**src/sv/spc_ram.sv**
```systemverilog
module spc_ram #(
    parameter int WIDTH = 64,
    parameter int DEPTH = 8,
    localparam int AW   = $clog2(DEPTH)
) (
    input  logic             clk,
    input  logic             we,
    input  logic [AW-1:0]    waddr,
    input  logic [WIDTH-1:0] wdata,
    input  logic [AW-1:0]    raddr,
    output logic [WIDTH-1:0] rdata
);

    logic [WIDTH-1:0] mem [DEPTH];

    always_ff @(posedge clk)
    begin
        if (we)
        begin
            mem[waddr] <= wdata;
        end
        rdata <= mem[raddr];
    end

endmodule

```
**config.mk**
```make
export PLATFORM = sky130hd
export DESIGN_NAME = spc_ram
export DESIGN_NICKNAME = d
export VERILOG_FILES = /design/src/sv/spc_ram.sv
export SDC_FILE = /design/constraint.sdc
export NUM_CORES = 1
export LEC_CHECK = 0
export ABC_AREA = 0
export CORE_UTILIZATION = 40
export CTS_BUF_LIST = sky130_fd_sc_hd__clkbuf_8
export DETAILED_ROUTE_END_ITERATION = 12
export DONT_BUFFER_PORTS = 1
export PLACE_DENSITY = 0.5
export SYNTH_ARGS = -nofsm -noshare
export SYNTH_HDL_FRONTEND = slang
export SYNTH_SLANG_ARGS = --single-unit
```
**constraint.sdc**
```tcl
create_clock -name clk -period 11.3 [get_ports clk]
set_input_delay 1.13 -clock clk [delete_from_list [all_inputs] [get_ports clk]]
set_output_delay 1.13 -clock clk [all_outputs]
set_load 0.005 [all_outputs]
```
==> results by group <==
Logic synthesis
  – Synth unique cells: 13
  – Seq/Total Area, Yosys: 81.06%
  – Synth Instances: between 800 and 900
  – Area contributors post-synth: edfxtp_1 (75%), mux4_2 (14%), dfxtp_1 (6.2%)
  – #FFs+latches synth: 576
  – Netlist area before placement: 20550 um2
  – Synth warn: 0
  – Synth Net Count: a little under 900
  – Share of the synthesized area in the top cell type: between 70% and 80%
  – Yosys top cell by area: edfxtp_1
  – Synth Area per Inst: about 25 um2

Place
  – Placement Cell Area: 21290 um2
  – Final HPWL DP: 19130 um
  – I/O Buffers: 0
  – Routability cong.: 0.6829

Critical path
  – Crit end category: flip-flop
  – Cells along the critical path: nand2_1 -> nor2_4 -> buf_4 -> buf_4
  – CP max FO: 33
  – Delay-heaviest family, CP: buffers and inverters
  – CP max stage cell: buf_4
  – CP arrival: 2.61 ns
  – Buffer and inverter count on the worst path: 2
  – Crit Path Class: in2reg
  – Worst EP required: 11.58 ns
  – CP dominant cell by count: buf_4
  – Delay of the slowest cell on the worst path: 0.59 ns
  – CP Launch Type: primary input

Layout
  – Share of post-route cells with drive strength above 1: between 30% and 40%
  – Nets: 960
  – P&R area growth vs syn: 12.39%
  – Finished Cell Area: roughly 23000 um2
  – N_diodes: 0
  – Final Util: 45.84%

Clock tree
  – Post-CTS Resized: 0
  – Root Buffer: clkbuf_8
  – Clock Pin Slew Worst Setup and Hold Paths: 0.06 ns
  – Worst skew pair latency: between 0.6 and 0.7 ns
  – Post-CTS Repair Setup Buffers: 0
  – Total CTS buffers: 95
  – CTS H-Tree Depth: 3
  – CTS tree: done
  – CTS Sinks: approximately 580
  – CTS max path bufs: 3
  – CTS Hold Bufs: 0

Power
  – Peak supply drop: 0.00007627 V
  – Leak: 7.420 nW
  – Power after layout: around 4.3 mW
  – Comb pwr share: 3.0%
  – Net Switching: 0.8613 mW
  – Internal Power: 3.401 mW
  – PwrDens: 184.6 nW/um2
  – Clk pwr share: 39.8%
  – Flop pwr share: between 50% and 60%
  – Switching share of total power: between 20% and 30%

Die
  – Core area: 50380 um2
  – Width of the die: about 230 um
  – # rows: 82
  – Overall die height: approximately 230 um
  – Initial cell density of the core: between 40% and 50%
  – Die area: approximately 52000 um2
  – Top Ports: roughly 140

GRT
  – Number of global-route vias before repair: 9566
  – Largest net degree at the start of global routing: between 100 and 150
  – Antenna violations before repair: 1
  – Global-route usage over all layers: 15.56%
  – First-pass GRT wire length: 59510 um
  – Total gr overflow: 0

STA
  – Crit share post-route: approximately 21%
  – # setup viols final: 0
  – Post-route clock skew: 0.02111 ns
  – Final hold vios: 0
  – Max Transition Viols Final: 0
  – Setup TNS: 0 ns
  – RSZ-0062 raised after global routing: no
  – Worst-margin pin slew: ~1.2 ns
  – Final min period: 2.334 ns
  – Slew margin rel.: 22.43%
  – Fmax: about 430 MHz

Drt
  – Residual DRC: 0
  – Routed vias: 8343
  – WL final: between 30000 and 40000 um
  – Iteration count of the initial detailed-routing pass: 4
  – Iter 0 DRT Violations: 486
  – Post-route ant nets: 0
  – Per-cell routed wire length: 24.21 um
  – Drt via density: slightly above 5

Hold path
  – Hold crit path type: in2reg

Status
  – Status: complete, no violations

Job
  – MaxCap Viol Count: 0
placed cells by master (no fill, tap or decap):
cell type,count
mux4_2,128
inv_1,42
nand2_1,2
buf_4,10
clkinv_1,14
nand2b_1,3
dfxtp_1,64
clkbuf_8,104
mux2_2,64
bufinv_16,3
inv_6,1
nor3_2,2
edfxtp_1,512
clkinv_2,11
nor2_4,6
clkinvlp_4,1
flip-flops by register name (all words and copies together) (netlist names):
name	flops
mem	512
rdata	64
worst register-to-register path, stage by stage (launching register included):
cell      delay, ns
edfxtp_1       0.36
mux4_2         0.48
mux2_2         0.33
power by group through the flow:
stage | Combinational [mW] | Clock, mW | Sequential, mW
after floorplan | 0.126 | 0 | 2.47
after global placement | 0.130 | 0 | 2.48
after detailed placement | 0.131 | 0 | 2.48
after CTS | 0.132 | 1.76 | 2.44
after global routing | 0.137 | 1.85 | 2.44
final | 0.128 | 1.70 | 2.44
through the flow:
stage | hold slack, ns | cells | setup WS [ns]
floorplan | 0.6566 | 816 | 5.075
global placement | 0.6633 | 1463 | 8.294
detailed placement | 0.6693 | 1463 | 8.244
CTS | 0.4940 | 1639 | 8.951
global route | 0.5023 | 1639 | 8.852
finish | 0.5541 | 1639 | 8.966
synthesized netlist by cell type:
library cell	instances
nor3_1	2
buf_4	3
dfxtp_1	64
nand2_1	2
buf_1	9
buf_2	3
nand2b_1	3
mux2_2	64
nor2_1	6
mux4_2	128
clkbuf_1	9
buf_6	11
edfxtp_1	512
logic make-up (layout without fill, tap and decap cells):
kind of cell	after synthesis	after routing	share of synthesized area (%)
DFF	576	576	81.06
muxes	192	192	17.54
buffers and inverters	35	186	1.114
and+or+nand+nor	13	13	0.2862
layout make-up:
cell class | instances | area [um2]
Tap cell | 672 | 840.8
Sequential cell | 576 | 16660
Multi-Input combinational cell | 205 | 3717
Timing Repair Buffer | 10 | 75.07
Fill cell | 4184 | 27280
Clock inverter | 72 | 371.6
Clock buffer | 104 | 1431
final timing paths:
kind         startpoint          to  slack [ns]  cells past startpoint
max                  we  mem[6][54]        8.97                      4
min reg2reg  mem[6][28]   rdata[28]        0.68                      2
max reg2reg  mem[5][22]   rdata[22]       10.00                      2
min           wdata[10]  mem[5][10]        0.55                      0
metal layers:
layer | vias up | routed length (um) | global-route usage [%]
li1 | 3612 | - | -
met2 | 214 | 19790 | 25.69
met4 | 0 | 763 | 5.684
met5 | - | 0 | 0
met1 | 4457 | 16210 | 18.86
met3 | 60 | 2906 | 5.452
Note: power is estimated with default switching activity, not from simulation.
