$ cat src/sv/spc_pkg.sv
package spc_pkg;

    localparam int COORD_W       = 32;
    localparam int MAX_VERTS_DEF = 8;
    localparam int FRAC_BITS_DEF = 16;
    // Wide enough for a vertex count at the largest supported store depth.
    localparam int CNT_MAX_W     = 7;

    typedef enum logic [1:0] {
        REQ_VERT_A = 2'd0,
        REQ_VERT_B = 2'd1,
        REQ_CENT_A = 2'd2,
        REQ_START  = 2'd3
    } req_t;

    typedef struct packed {
        logic [CNT_MAX_W-1:0]      cnt_a;
        logic [CNT_MAX_W-1:0]      cnt_b;
        logic                      ovf;
        logic signed [COORD_W-1:0] ca_x;
        logic signed [COORD_W-1:0] ca_y;
        logic signed [COORD_W-1:0] cb_x;
        logic signed [COORD_W-1:0] cb_y;
    } job_t;

    typedef enum logic [4:0] {
        S_IDLE,
        S_FETCH0,
        S_FETCH1,
        S_DIFF,
        S_NORM,
        S_SQX,
        S_SQY,
        S_SQRT,
        S_DIV,
        S_AXIS,
        S_PADDR,
        S_PMUL,
        S_PACC,
        S_CMP,
        S_SCMUL,
        S_SCSUM,
        S_DIRMUL,
        S_DIR,
        S_DONE
    } back_state_t;

endpackage

$ cat src/sv/spc_fifo.sv
module spc_fifo (
    input  logic          clk,
    input  logic          rst_n,
    input  logic          push,
    input  spc_pkg::job_t din,
    input  logic          pop,
    output spc_pkg::job_t dout,
    output logic          full,
    output logic          empty
);

    spc_pkg::job_t entry_reg [2];
    logic          wr_ptr_reg, wr_ptr_next;
    logic          rd_ptr_reg, rd_ptr_next;
    logic [1:0]    cnt_reg, cnt_next;

    assign full  = (cnt_reg == 2'd2);
    assign empty = (cnt_reg == 2'd0);
    assign dout  = entry_reg[rd_ptr_reg];

    always_comb
    begin
        wr_ptr_next = push ? !wr_ptr_reg : wr_ptr_reg;
        rd_ptr_next = pop ? !rd_ptr_reg : rd_ptr_reg;
        cnt_next    = cnt_reg + 2'(push) - 2'(pop);
    end

    always_ff @(posedge clk or negedge rst_n)
    begin
        if (!rst_n)
        begin
            wr_ptr_reg <= 1'b0;
            rd_ptr_reg <= 1'b0;
            cnt_reg    <= '0;
        end
        else
        begin
            wr_ptr_reg <= wr_ptr_next;
            rd_ptr_reg <= rd_ptr_next;
            cnt_reg    <= cnt_next;
        end
    end

    always_ff @(posedge clk)
    begin
        if (push)
        begin
            entry_reg[wr_ptr_reg] <= din;
        end
    end

    a_no_push_full: assert property (@(posedge clk) disable iff (!rst_n) full |-> !push)
        else $error("job pushed into a full queue");
    a_no_pop_empty: assert property (@(posedge clk) disable iff (!rst_n) empty |-> !pop)
        else $error("job popped from an empty queue");

endmodule

$ cat config.mk
export PLATFORM = sky130hd
export DESIGN_NAME = spc_fifo
export DESIGN_NICKNAME = d
export VERILOG_FILES = /design/src/sv/spc_pkg.sv /design/src/sv/spc_fifo.sv
export SDC_FILE = /design/constraint.sdc
export NUM_CORES = 1
export LEC_CHECK = 0
export BUFFER_PORTS_ARGS = -buffer_cell sky130_fd_sc_hd__buf_2
export CORE_UTILIZATION = 52
export DETAILED_ROUTE_END_ITERATION = 7
export PLACE_DENSITY = 0.79
export SYNTH_ARGS = -nofsm -noshare
export SYNTH_HDL_FRONTEND = slang
export SYNTH_SLANG_ARGS = --single-unit
$ cat constraint.sdc
create_clock -name clk -period 8.41 [get_ports clk]
set_input_delay 0.4205 -clock clk [delete_from_list [all_inputs] [get_ports clk]]
set_output_delay 0.4205 -clock clk [all_outputs]
set_load 0.03 [all_outputs]
==> results.sh <==
export IMPL_critPathLaunch="rd_ptr_reg"
export IMPL_path_class="flop to output port"
export IMPL_peakVddDrop_uv=283
export IMPL_p_sw_share_pct=34.1
export IMPL_largest_reg_flops=286
export IMPL_gp_congestion=0.772
export IMPL_die_y_um=146
export IMPL_num_io_pins=292
export IMPL_yosys_most_used_dff="edfxtp_1"
export IMPL_r2r_cells=2
export IMPL_grt_use_total_pct=18.3
export IMPL_fp_coreArea_sq_mm=0.0202
export IMPL_holdPathEnd="entry_reg[0][35]"
export IMPL_period_share_pct=45.0
export IMPL_overflow=0
export IMPL_ys_ff_latch=290
export IMPL_ff2ff_setup_slack_ns=5.88
export IMPL_synth_most_common_cell="edfxtp_1"
export IMPL_avgRoutedWirePerCell_um=18.6
export IMPL_slowest_stage="dfrtp_4"
export IMPL_yosysWarnings=0
export IMPL_placed_cell_area_sq_mm=0.0125
export IMPL_ant_nets=0
export IMPL_synth_avg_cell_area_sq_um=23.4
export IMPL_critical_path_required_ns=7.99
export IMPL_powerDensity_mw_per_mm2=373
export IMPL_io_buffers=291
export IMPL_clk_pin_slew_ns=0.06
export IMPL_synth_net_count=609
export IMPL_clock_latency_ns=0.53
export IMPL_hp_start="din[35]"
export IMPL_clkPwrFrac_pct=24.2
export IMPL_rr_startpoint="wr_ptr_reg"
export IMPL_syn_to_final_growth_pct=24.3
export IMPL_ys_types=13
export IMPL_cp_max_fo=80
export IMPL_synth_edf_count=286
export IMPL_ys_top_cells_by_area="edfxtp_1, mux2_2, mux2_4, dfrtp_1, buf_6"
export IMPL_drive_gt1_share_pct=60.4
export IMPL_first_pass_iters=4
export IMPL_synthArstFlopShare_pct=1.38
export IMPL_syn_inst=460
export IMPL_cts_root_buffer="clkbuf_16"
export IMPL_cts_resized=0
export IMPL_worstPathCellList="buf_4, mux2_2, buf_2"
export IMPL_fin_cells=1061
export IMPL_finalMaxSlewViolations=0
export IMPL_netlist_area_leader_share_pct=79.9
export IMPL_cts_max_level=1
export IMPL_first_iter_violations=245
export IMPL_rows=52
export IMPL_p_seq_share_pct=41.5
export IMPL_path_buf_inv=2
export IMPL_fin_crit_ns=3.79
export IMPL_postRouteWirelength_um=19700
export IMPL_cp_top_family="flip-flops"
export IMPL_dpl_cell_count=1009
export IMPL_hold_path_class="primary input to flop"
export IMPL_post_dp_hpwl_um=13100
export IMPL_grt_antenna_before_repair=4
export IMPL_fp_dieW_um=146
export IMPL_grt_pass1_wl_um=30200
export IMPL_numCtsBuffers=29
export IMPL_grt_max_degree=81
export IMPL_fmax_ghz=0.264
export IMPL_cts_sinks=290
export IMPL_net_switching_power_uw=1700
export IMPL_ys_seq_area_share_pct=80.8
export IMPL_cap_violations=0
export IMPL_crit_path_max_incr_delay_ns=1.14
export IMPL_status="finished clean"
export IMPL_slew_headroom_pct=24.8
export IMPL_setup_tns_ns=0
export IMPL_cts_buffer_depth=3
export IMPL_synth_largest_area_cell="edfxtp_1"
export IMPL_nets=920
export IMPL_cp_arrival_ns=3.37
export IMPL_vias=5301
export IMPL_cts_tree="done"
export IMPL_netlist_area_sq_mm=0.0108
export IMPL_final_core_util_pct=66.0
export IMPL_p_int_uw=3280
export IMPL_die_area_sq_mm=0.0213
export IMPL_fin_skew_ns=0.0116
export IMPL_setup_viol=0
export IMPL_initial_core_util_pct=53.1
export IMPL_leakage_uw=0.00522
export IMPL_final_hold_violation_count=0
export IMPL_end_kind="output port"
export IMPL_pwr_share_comb_pct=34.3
export IMPL_first_global_vias=5777
export IMPL_yosys_top_cells_count="edfxtp_1, mux2_2, mux2_4"
export IMPL_start_kind="flop"
export IMPL_r2r_end="entry_reg[1][59]"
export IMPL_drc_errors=0
export IMPL_tightest_slew_ns=1.13
export IMPL_whs_path_depth=1
export IMPL_final_cell_area_sq_mm=0.0134
export IMPL_rsz0062_at_grt="no"
export IMPL_via_per_inst=5.00
-- area by class of cell --
class	count	area [sq um]
antenna	1	2.50
clock buffer	36	752
clock inverter	14	140
fill	1342	6870
inverter	2	7.51
multi-input combinational	152	1930
sequential	290	8690
tap	270	338
timing repair buffer	296	1500
-- layout by cell type, fill, tap and decap left out --
cell and n:
diode_2 1, dfrtp_1 3, and2_4 1, nor2b_4 1, mux2_2 83, edfxtp_1 286, dlygate4sd3_1 1, mux2_4 60
xor2_1 2, dfrtp_4 1, inv_1 2, clkbuf_1 7, clkbuf_16 29, xor3_1 1, ha_1 2, nor2b_1 1
clkinv_1 7, buf_4 4, nor2_1 1, clkinv_4 1, buf_2 291, bufinv_16 3, clkinv_2 3
-- power by group through the flow --
| stage | sequential [uW] | clock, uW | combinational [uW] |
|---|---|---|---|
| after detailed placement | 2100 | 0 | 1720 |
| after global routing | 2100 | 1290 | 1790 |
| final | 2070 | 1210 | 1710 |
| after floorplan | 2050 | 0 | 1380 |
| after CTS | 2070 | 1230 | 1730 |
| after global placement | 2080 | 0 | 1690 |
-- how the worst max path moves through the flow --
stage / end / slack, ns / depth (start not counted)
floorplan: entry_reg[0][0] / 1.03 / 1
global placement: dout[1] / 5.23 / 3
detailed placement: dout[1] / 5.15 / 3
CTS: dout[1] / 4.58 / 3
global route: dout[1] / 4.42 / 3
finish: dout[1] / 4.62 / 3
-- layer usage --
metal	vias up	track usage (%)	share of wire, %
li1	2458	-	-
met1	2567	21.0	38
met2	229	31.5	49
met3	43	6.80	9.9
met4	4	6.16	2.2
met5	-	0	0.13
-- kinds of logic after synthesis --
family | after synthesis | synth area share, %
fa+ha+maj | 2 | 0.233
flops | 290 | 80.8
simple gates | 4 | 0.209
buf+inv | 18 | 1.28
mux | 143 | 17.1
xor+xnor | 3 | 0.384
-- metrics by stage --
stage / power, uW / hold WS, ns / setup WS [ns]
detailed placement: 3820 / 0.234 / 5.15
finish: 4980 / 0.0757 / 4.62
global route: 5180 / 0.0543 / 4.42
global placement: 3770 / 0.229 / 5.23
floorplan: 3430 / 0.125 / 1.03
CTS: 5030 / 0.0534 / 4.58
-- what timing repair did --
| action | in CTS | in global routing |
|---|---|---|
| endpoints found under the hold margin | 4 | 0 |
| hold buffers | 1 | 0 |
| setup buffers | 0 | 0 |
No activity file was read; power rests on OpenSTA's default activity.
