## src/sv/spc_pkg.sv

```systemverilog
package spc_pkg;

    localparam int COORD_W       = 32;
    localparam int MAX_VERTS_DEF = 8;
    localparam int FRAC_BITS_DEF = 16;
    // Wide enough for a vertex count at the largest supported store depth.
    localparam int CNT_MAX_W     = 7;

    typedef enum logic [1:0] {
        REQ_VERT_A = 2'd0,
        REQ_VERT_B = 2'd1,
        REQ_CENT_A = 2'd2,
        REQ_START  = 2'd3
    } req_t;

    typedef struct packed {
        logic [CNT_MAX_W-1:0]      cnt_a;
        logic [CNT_MAX_W-1:0]      cnt_b;
        logic                      ovf;
        logic signed [COORD_W-1:0] ca_x;
        logic signed [COORD_W-1:0] ca_y;
        logic signed [COORD_W-1:0] cb_x;
        logic signed [COORD_W-1:0] cb_y;
    } job_t;

    typedef enum logic [4:0] {
        S_IDLE,
        S_FETCH0,
        S_FETCH1,
        S_DIFF,
        S_NORM,
        S_SQX,
        S_SQY,
        S_SQRT,
        S_DIV,
        S_AXIS,
        S_PADDR,
        S_PMUL,
        S_PACC,
        S_CMP,
        S_SCMUL,
        S_SCSUM,
        S_DIRMUL,
        S_DIR,
        S_DONE
    } back_state_t;

endpackage

```

## src/sv/spc_if.sv

```systemverilog
interface spc_item_if;
    logic                                      valid;
    logic                                      ready;
    logic [1:0]                                req_type;
    logic signed [spc_pkg::COORD_W-1:0]        coord_x;
    logic signed [spc_pkg::COORD_W-1:0]        coord_y;

    modport source (output valid, output req_type, output coord_x, output coord_y,
                    input ready);
    modport sink   (input valid, input req_type, input coord_x, input coord_y,
                    output ready);
endinterface


```

## src/sv/spc_front.sv

```systemverilog
module spc_front #(
    parameter int MAX_VERTS = spc_pkg::MAX_VERTS_DEF,
    localparam int AW       = $clog2(MAX_VERTS),
    localparam int CW       = $clog2(MAX_VERTS + 1)
) (
    input  logic          clk,
    input  logic          rst_n,
    spc_item_if.sink      item,
    input  logic          back_busy,
    input  logic          q_full,
    input  logic          q_empty,
    output logic          q_push,
    output spc_pkg::job_t q_job,
    output logic          we_a,
    output logic          we_b,
    output logic [AW-1:0] waddr_a,
    output logic [AW-1:0] waddr_b,
    output logic [63:0]   wdata
);

    spc_pkg::req_t req;
    logic          busy;
    logic          acc;
    logic          full_a;
    logic          full_b;

    logic [CW-1:0]        cnt_a_reg, cnt_a_next;
    logic [CW-1:0]        cnt_b_reg, cnt_b_next;
    logic                 ovf_reg, ovf_next;
    logic signed [31:0]   ca_x_reg, ca_x_next;
    logic signed [31:0]   ca_y_reg, ca_y_next;

    assign req    = spc_pkg::req_t'(item.req_type);
    // The vertex stores are read by the back end until its job is finished.
    assign busy   = back_busy || !q_empty;
    assign full_a = (cnt_a_reg == CW'(MAX_VERTS));
    assign full_b = (cnt_b_reg == CW'(MAX_VERTS));

    always_comb
    begin
        case (req)
            spc_pkg::REQ_VERT_A, spc_pkg::REQ_VERT_B: item.ready = !busy;
            spc_pkg::REQ_CENT_A:                      item.ready = 1'b1;
            spc_pkg::REQ_START:                       item.ready = !q_full;
            default:                                  item.ready = 1'b0;
        endcase
    end

    assign acc     = item.valid && item.ready;
    assign we_a    = acc && (req == spc_pkg::REQ_VERT_A) && !full_a;
    assign we_b    = acc && (req == spc_pkg::REQ_VERT_B) && !full_b;
    assign waddr_a = AW'(cnt_a_reg);
    assign waddr_b = AW'(cnt_b_reg);
    assign wdata   = {item.coord_x, item.coord_y};

    assign q_push     = acc && (req == spc_pkg::REQ_START);
    assign q_job.cnt_a = spc_pkg::CNT_MAX_W'(cnt_a_reg);
    assign q_job.cnt_b = spc_pkg::CNT_MAX_W'(cnt_b_reg);
    assign q_job.ovf   = ovf_reg;
    assign q_job.ca_x  = ca_x_reg;
    assign q_job.ca_y  = ca_y_reg;
    assign q_job.cb_x  = item.coord_x;
    assign q_job.cb_y  = item.coord_y;

    always_comb
    begin
        cnt_a_next = cnt_a_reg;
        cnt_b_next = cnt_b_reg;
        ovf_next   = ovf_reg;
        ca_x_next  = ca_x_reg;
        ca_y_next  = ca_y_reg;
        if (acc)
        begin
            case (req)
                spc_pkg::REQ_VERT_A:
                begin
                    if (full_a)
                        ovf_next = 1'b1;
                    else
                        cnt_a_next = cnt_a_reg + CW'(1);
                end
                spc_pkg::REQ_VERT_B:
                begin
                    if (full_b)
                        ovf_next = 1'b1;
                    else
                        cnt_b_next = cnt_b_reg + CW'(1);
                end
                spc_pkg::REQ_CENT_A:
                begin
                    ca_x_next = item.coord_x;
                    ca_y_next = item.coord_y;
                end
                spc_pkg::REQ_START:
                begin
                    cnt_a_next = '0;
                    cnt_b_next = '0;
                    ovf_next   = 1'b0;
                end
                default:
                begin
                end
            endcase
        end
    end

    always_ff @(posedge clk or negedge rst_n)
    begin
        if (!rst_n)
        begin
            cnt_a_reg <= '0;
            cnt_b_reg <= '0;
            ovf_reg   <= 1'b0;
            ca_x_reg  <= '0;
            ca_y_reg  <= '0;
        end
        else
        begin
            cnt_a_reg <= cnt_a_next;
            cnt_b_reg <= cnt_b_next;
            ovf_reg   <= ovf_next;
            ca_x_reg  <= ca_x_next;
            ca_y_reg  <= ca_y_next;
        end
    end

endmodule

```

## src/flat_wrapper.sv

```systemverilog
// flat-port wrapper written by rule: the top's interface ports become plain ports
module spc_front_flat 
#(
    parameter int MAX_VERTS = spc_pkg::MAX_VERTS_DEF,
    localparam int AW       = $clog2(MAX_VERTS),
    localparam int CW       = $clog2(MAX_VERTS + 1)
)
  (clk, rst_n, back_busy, q_full, q_empty, q_push, q_job, we_a, we_b, waddr_a, waddr_b, wdata, item_valid, item_req_type, item_coord_x, item_coord_y, item_ready);
  spc_item_if item_i ();
  input  logic clk;
  input  logic rst_n;
  input  logic back_busy;
  input  logic q_full;
  input  logic q_empty;
  output logic q_push;
  output spc_pkg::job_t q_job;
  output logic we_a;
  output logic we_b;
  output logic [AW-1:0] waddr_a;
  output logic [AW-1:0] waddr_b;
  output logic [63:0] wdata;
  input wire logic [$bits(item_i.valid)-1:0] item_valid;
  input wire logic [$bits(item_i.req_type)-1:0] item_req_type;
  input wire logic [$bits(item_i.coord_x)-1:0] item_coord_x;
  input wire logic [$bits(item_i.coord_y)-1:0] item_coord_y;
  output wire logic [$bits(item_i.ready)-1:0] item_ready;
  assign item_i.valid = item_valid;
  assign item_i.req_type = item_req_type;
  assign item_i.coord_x = item_coord_x;
  assign item_i.coord_y = item_coord_y;
  assign item_ready = item_i.ready;
  spc_front #(.MAX_VERTS(MAX_VERTS)) u_core (.clk(clk), .rst_n(rst_n), .item(item_i), .back_busy(back_busy), .q_full(q_full), .q_empty(q_empty), .q_push(q_push), .q_job(q_job), .we_a(we_a), .we_b(we_b), .waddr_a(waddr_a), .waddr_b(waddr_b), .wdata(wdata));
endmodule
```

## config.mk

```make
export PLATFORM = sky130hd
export DESIGN_NAME = spc_front_flat
export DESIGN_NICKNAME = d
export VERILOG_FILES = /design/src/sv/spc_pkg.sv /design/src/sv/spc_if.sv /design/src/sv/spc_front.sv /design/src/flat_wrapper.sv
export SDC_FILE = /design/constraint.sdc
export NUM_CORES = 1
export LEC_CHECK = 0
export BUFFER_PORTS_ARGS = -buffer_cell sky130_fd_sc_hd__buf_2
export CORE_AREA = 2 2 113 115
export DETAILED_ROUTE_END_ITERATION = 12
export DIE_AREA = 0 0 115 117
export PLACE_DENSITY = 0.7
export SYNTH_ARGS = -nofsm -noshare
export SYNTH_HDL_FRONTEND = slang
export SYNTH_SLANG_ARGS = --single-unit
```

## constraint.sdc

```tcl
create_clock -name clk -period 3.4 [get_ports clk]
set_clock_uncertainty 0.1 [all_clocks]
set_input_delay 1.02 -clock clk [delete_from_list [all_inputs] [get_ports clk]]
set_output_delay 1.02 -clock clk [all_outputs]
set_load 0.03 [all_outputs]
```

==> summary.txt <==
Placed design
  • Dpl hpwl: 6780 um
  • Routability congestion estimate from global placement: 0.807
  • Port Buffers: 282
  • Pre-CTS WS: 268 ps
  • Dpl cells: 634

Timing
  • Min Tclk post-route: 3150 ps
  • Final worst setup slack: 255 ps
  • Setup TNS: 0 ps
  • Worst-Margin Slew: 920 ps
  • Final period utilization: 0.925
  • Hold Vio Cnt, Final: 0
  • FMAX: 318 MHz
  • Max_slew headroom: 0.387
  • Count of final setup violators: 0
  • Fin. max-slew vios: 0
  • RSZ-0062 raised after global routing: false

Critical path
  • Crit Path Category: input pin to primary output
  • Largest fanout on the critical path: 16
  • Worst path depth: 4
  • CP max stage delay: 380 ps
  • Worst R2R End: u_core.cnt_a_reg[1]
  • Worst Setup End Kind: primary output
  • Length in cells of the worst reg-to-reg path: 6
  • Critical path, cell by cell: buf_2 -> and4bb_1 -> and3_1 -> buf_2
  • Cell repeated most along the worst path: buf_2
  • Worst Path Arrival: 2030 ps
  • CP Buf/Inv Count: 2
  • Critical Path Start: item_req_type[1]
  • Worst Setup EP: we_b
  • Cell family with most CP delay: simple AND/OR/NAND/NOR gates
  • Worst endpoint required time: 2280 ps
  • CP startpoint kind: input pin
  • Flop-to-flop setup slack: 1800 ps
  • CP max-delay cell: and4bb_1
  • R2r startpoint: u_core.cnt_a_reg[0]

Power
  • Final Total Pwr: 3.17 mW
  • Leakage: 2.94 nW
  • Peak supply drop: 236 uV
  • Cell area power density: 619 nW/um^2

GRT
  • All-Layer GR Usage: 0.123
  • Largest net degree at the start of global routing: 74
  • Initial antenna violation count: 1
  • First-pass GRT wire length: 12,900 um
  • Grt ovf: 0
  • Vias in the first global route: 2,482

Route
  • WL final: 8840 um
  • Detailed-route wire length per cell: 13.6 um
  • # DRC: 0
  • Initial DRC Count: 74
  • Vias: 2,793
  • Antenna-violating nets left: 0
  • Vias per inst: 4.30
  • Drt first pass iters: 4

Cells and area
  • Most frequent cells in the layout: buf_2, dfrtp_1, mux2_4, clkbuf_16, conb_1
  • Post-Route Utilization: 0.415
  • Non-filler cells, final: 649
  • Final Net Count: 571
  • Layout cells sized above 1: 0.739
  • Commonest non-fill, non-tap cell in the layout: buf_2
  • Area Overhead vs Synth: 17.1%

Synthesis
  • Sequential area share after synthesis: 0.418
  • Post-synth cell types: 41
  • Post-Synthesis Cell Area: 4370 um^2
  • Yosys reg bits: 73
  • Mean Syn Cell Area: 12.7 um^2
  • Ys Warns: 0
  • Gate Count Post-Synth: 344

Clock network
  • # hold bufs at CTS: 0
  • CTS clk-pin slew, worst paths: 50 ps
  • Post-cts sizing count: 0
  • # H-tree levels: 3
  • Worst-Skew Late Latency: 320 ps
  • CTS root buf: clkbuf_16
  • CTS Buf Count: 9
  • Number of setup buffers added after CTS: 0
  • Deepest clock path buffer count: 2
  • TritonCTS Sinks: 73
  • CTS tree: built

Floorplanning
  • Io pins: 289
  • Initial core utilization: 0.355
  • Die ar.: 13,500 um^2
  • Die Height: 117 um
  • Die Span X: 115 um
  • Rows: 41
  • CORE AREA: 12,300 um^2

Job
  • Maxcap violations: 0

Run status
  • Run status: finished, final reports clean

Hold path
  • Hold Path Class: flop to flop
-- worst reg2reg max path, stage by stage (launching register included) --
cell and delay (ps):
dfrtp_1 430, inv_1 70, ha_1 190, nand2_1 100, nor2_1 70, nor4b_2 360
a22o_1 210
-- worst min path at each step --
stage                         from                   to  slack, ps  cells past startpoint
2_1_floorplan       u_core.ovf_reg       u_core.ovf_reg        420                      2
3_3_place_gp    u_core.ca_x_reg[5]   u_core.ca_x_reg[5]        380                      1
3_5_place_dp   u_core.ca_x_reg[21]  u_core.ca_x_reg[21]        390                      1
4_1_cts         u_core.ca_x_reg[5]   u_core.ca_x_reg[5]        400                      1
5_1_grt        u_core.ca_x_reg[23]  u_core.ca_x_reg[23]        420                      1
6_report        u_core.ca_x_reg[5]   u_core.ca_x_reg[5]        400                      1
-- per-stage QoR --
stage               hold WS [ps]  area [um^2]
floorplan                    415         4390
global placement             384         4830
detailed placement           386         4830
CTS                          400         5110
global route                 419         5110
finish                       399         5110
-- cells by family (layout without fill, tap and decap cells) --
logic type,after synthesis,in the layout,synth area share
buf+inv,155,304,0.279
flops,73,73,0.418
mux,66,66,0.222
simple gates,26,26,0.0375
compound gates,17,17,0.0275
fa+ha+maj,4,4,0.0115
xor+xnor,2,2,0.00401
other cells,1,7,0.000859
-- area by class of cell --
| type | count | area [um^2] |
|---|---|---|
| clock buffers | 10 | 239 |
| clock inverters | 4 | 45.0 |
| well taps | 150 | 188 |
| repair buffers | 285 | 1450 |
| diodes | 1 | 2.50 |
| multi-input cells | 121 | 1350 |
| inverters | 5 | 18.8 |
| flip-flops and latches | 73 | 1830 |
| fillers | 1164 | 7200 |
-- cells in the mapped netlist --
cell type  count  area share
a21o_1         1      0.0017
a21oi_1        2      0.0023
a22o_1         3      0.0060
a31o_2         1      0.0020
a31oi_1        1      0.0014
a32oi_1        1      0.0020
and2_1         1      0.0014
and2b_1        1      0.0017
and3_1         2      0.0029
and3b_1        1      0.0020
and4bb_1       1      0.0029
buf_12         6       0.028
buf_2          1      0.0011
buf_4        141        0.24
buf_6          1      0.0026
clkbuf_1       1     0.00086
conb_1         1     0.00086
dfrtp_1       73        0.42
ha_1           4       0.011
inv_1          5      0.0043
mux2_1         1      0.0026
mux2_2         5       0.013
mux2_4        60        0.21
nand2_1        5      0.0043
nand2_2        1      0.0014
nand3_1        2      0.0023
nand3b_1       1      0.0017
nand4_1        1      0.0014
nor2_1         4      0.0034
nor2b_1        1      0.0014
nor3b_1        2      0.0034
nor4b_2        1      0.0034
nor4bb_1       1      0.0023
o211ai_1       2      0.0034
o21ai_0        3      0.0034
o21bai_1       1      0.0017
o22ai_1        1      0.0014
o311ai_1       1      0.0020
or2_1          1      0.0014
xnor2_1        1      0.0020
xor2_1         1      0.0020
-- where the power goes --
group	internal, mW	leakage [nW]	switching (mW)
clock network	0.575	0.144	0.332
logic	0.409	1.92	0.729
registers	1.03	0.875	0.0939
-- per-layer routing --
layer,share of wire,up-vias,track usage,wire length (um)
li1,-,1296,-,-
met5,0,-,0,0
met4,0.014,0,0.0530,122
met3,0.067,9,0.0299,594
met1,0.41,1338,0.151,3590
met2,0.51,150,0.209,4530
Power figures use the tool's default switching activity.
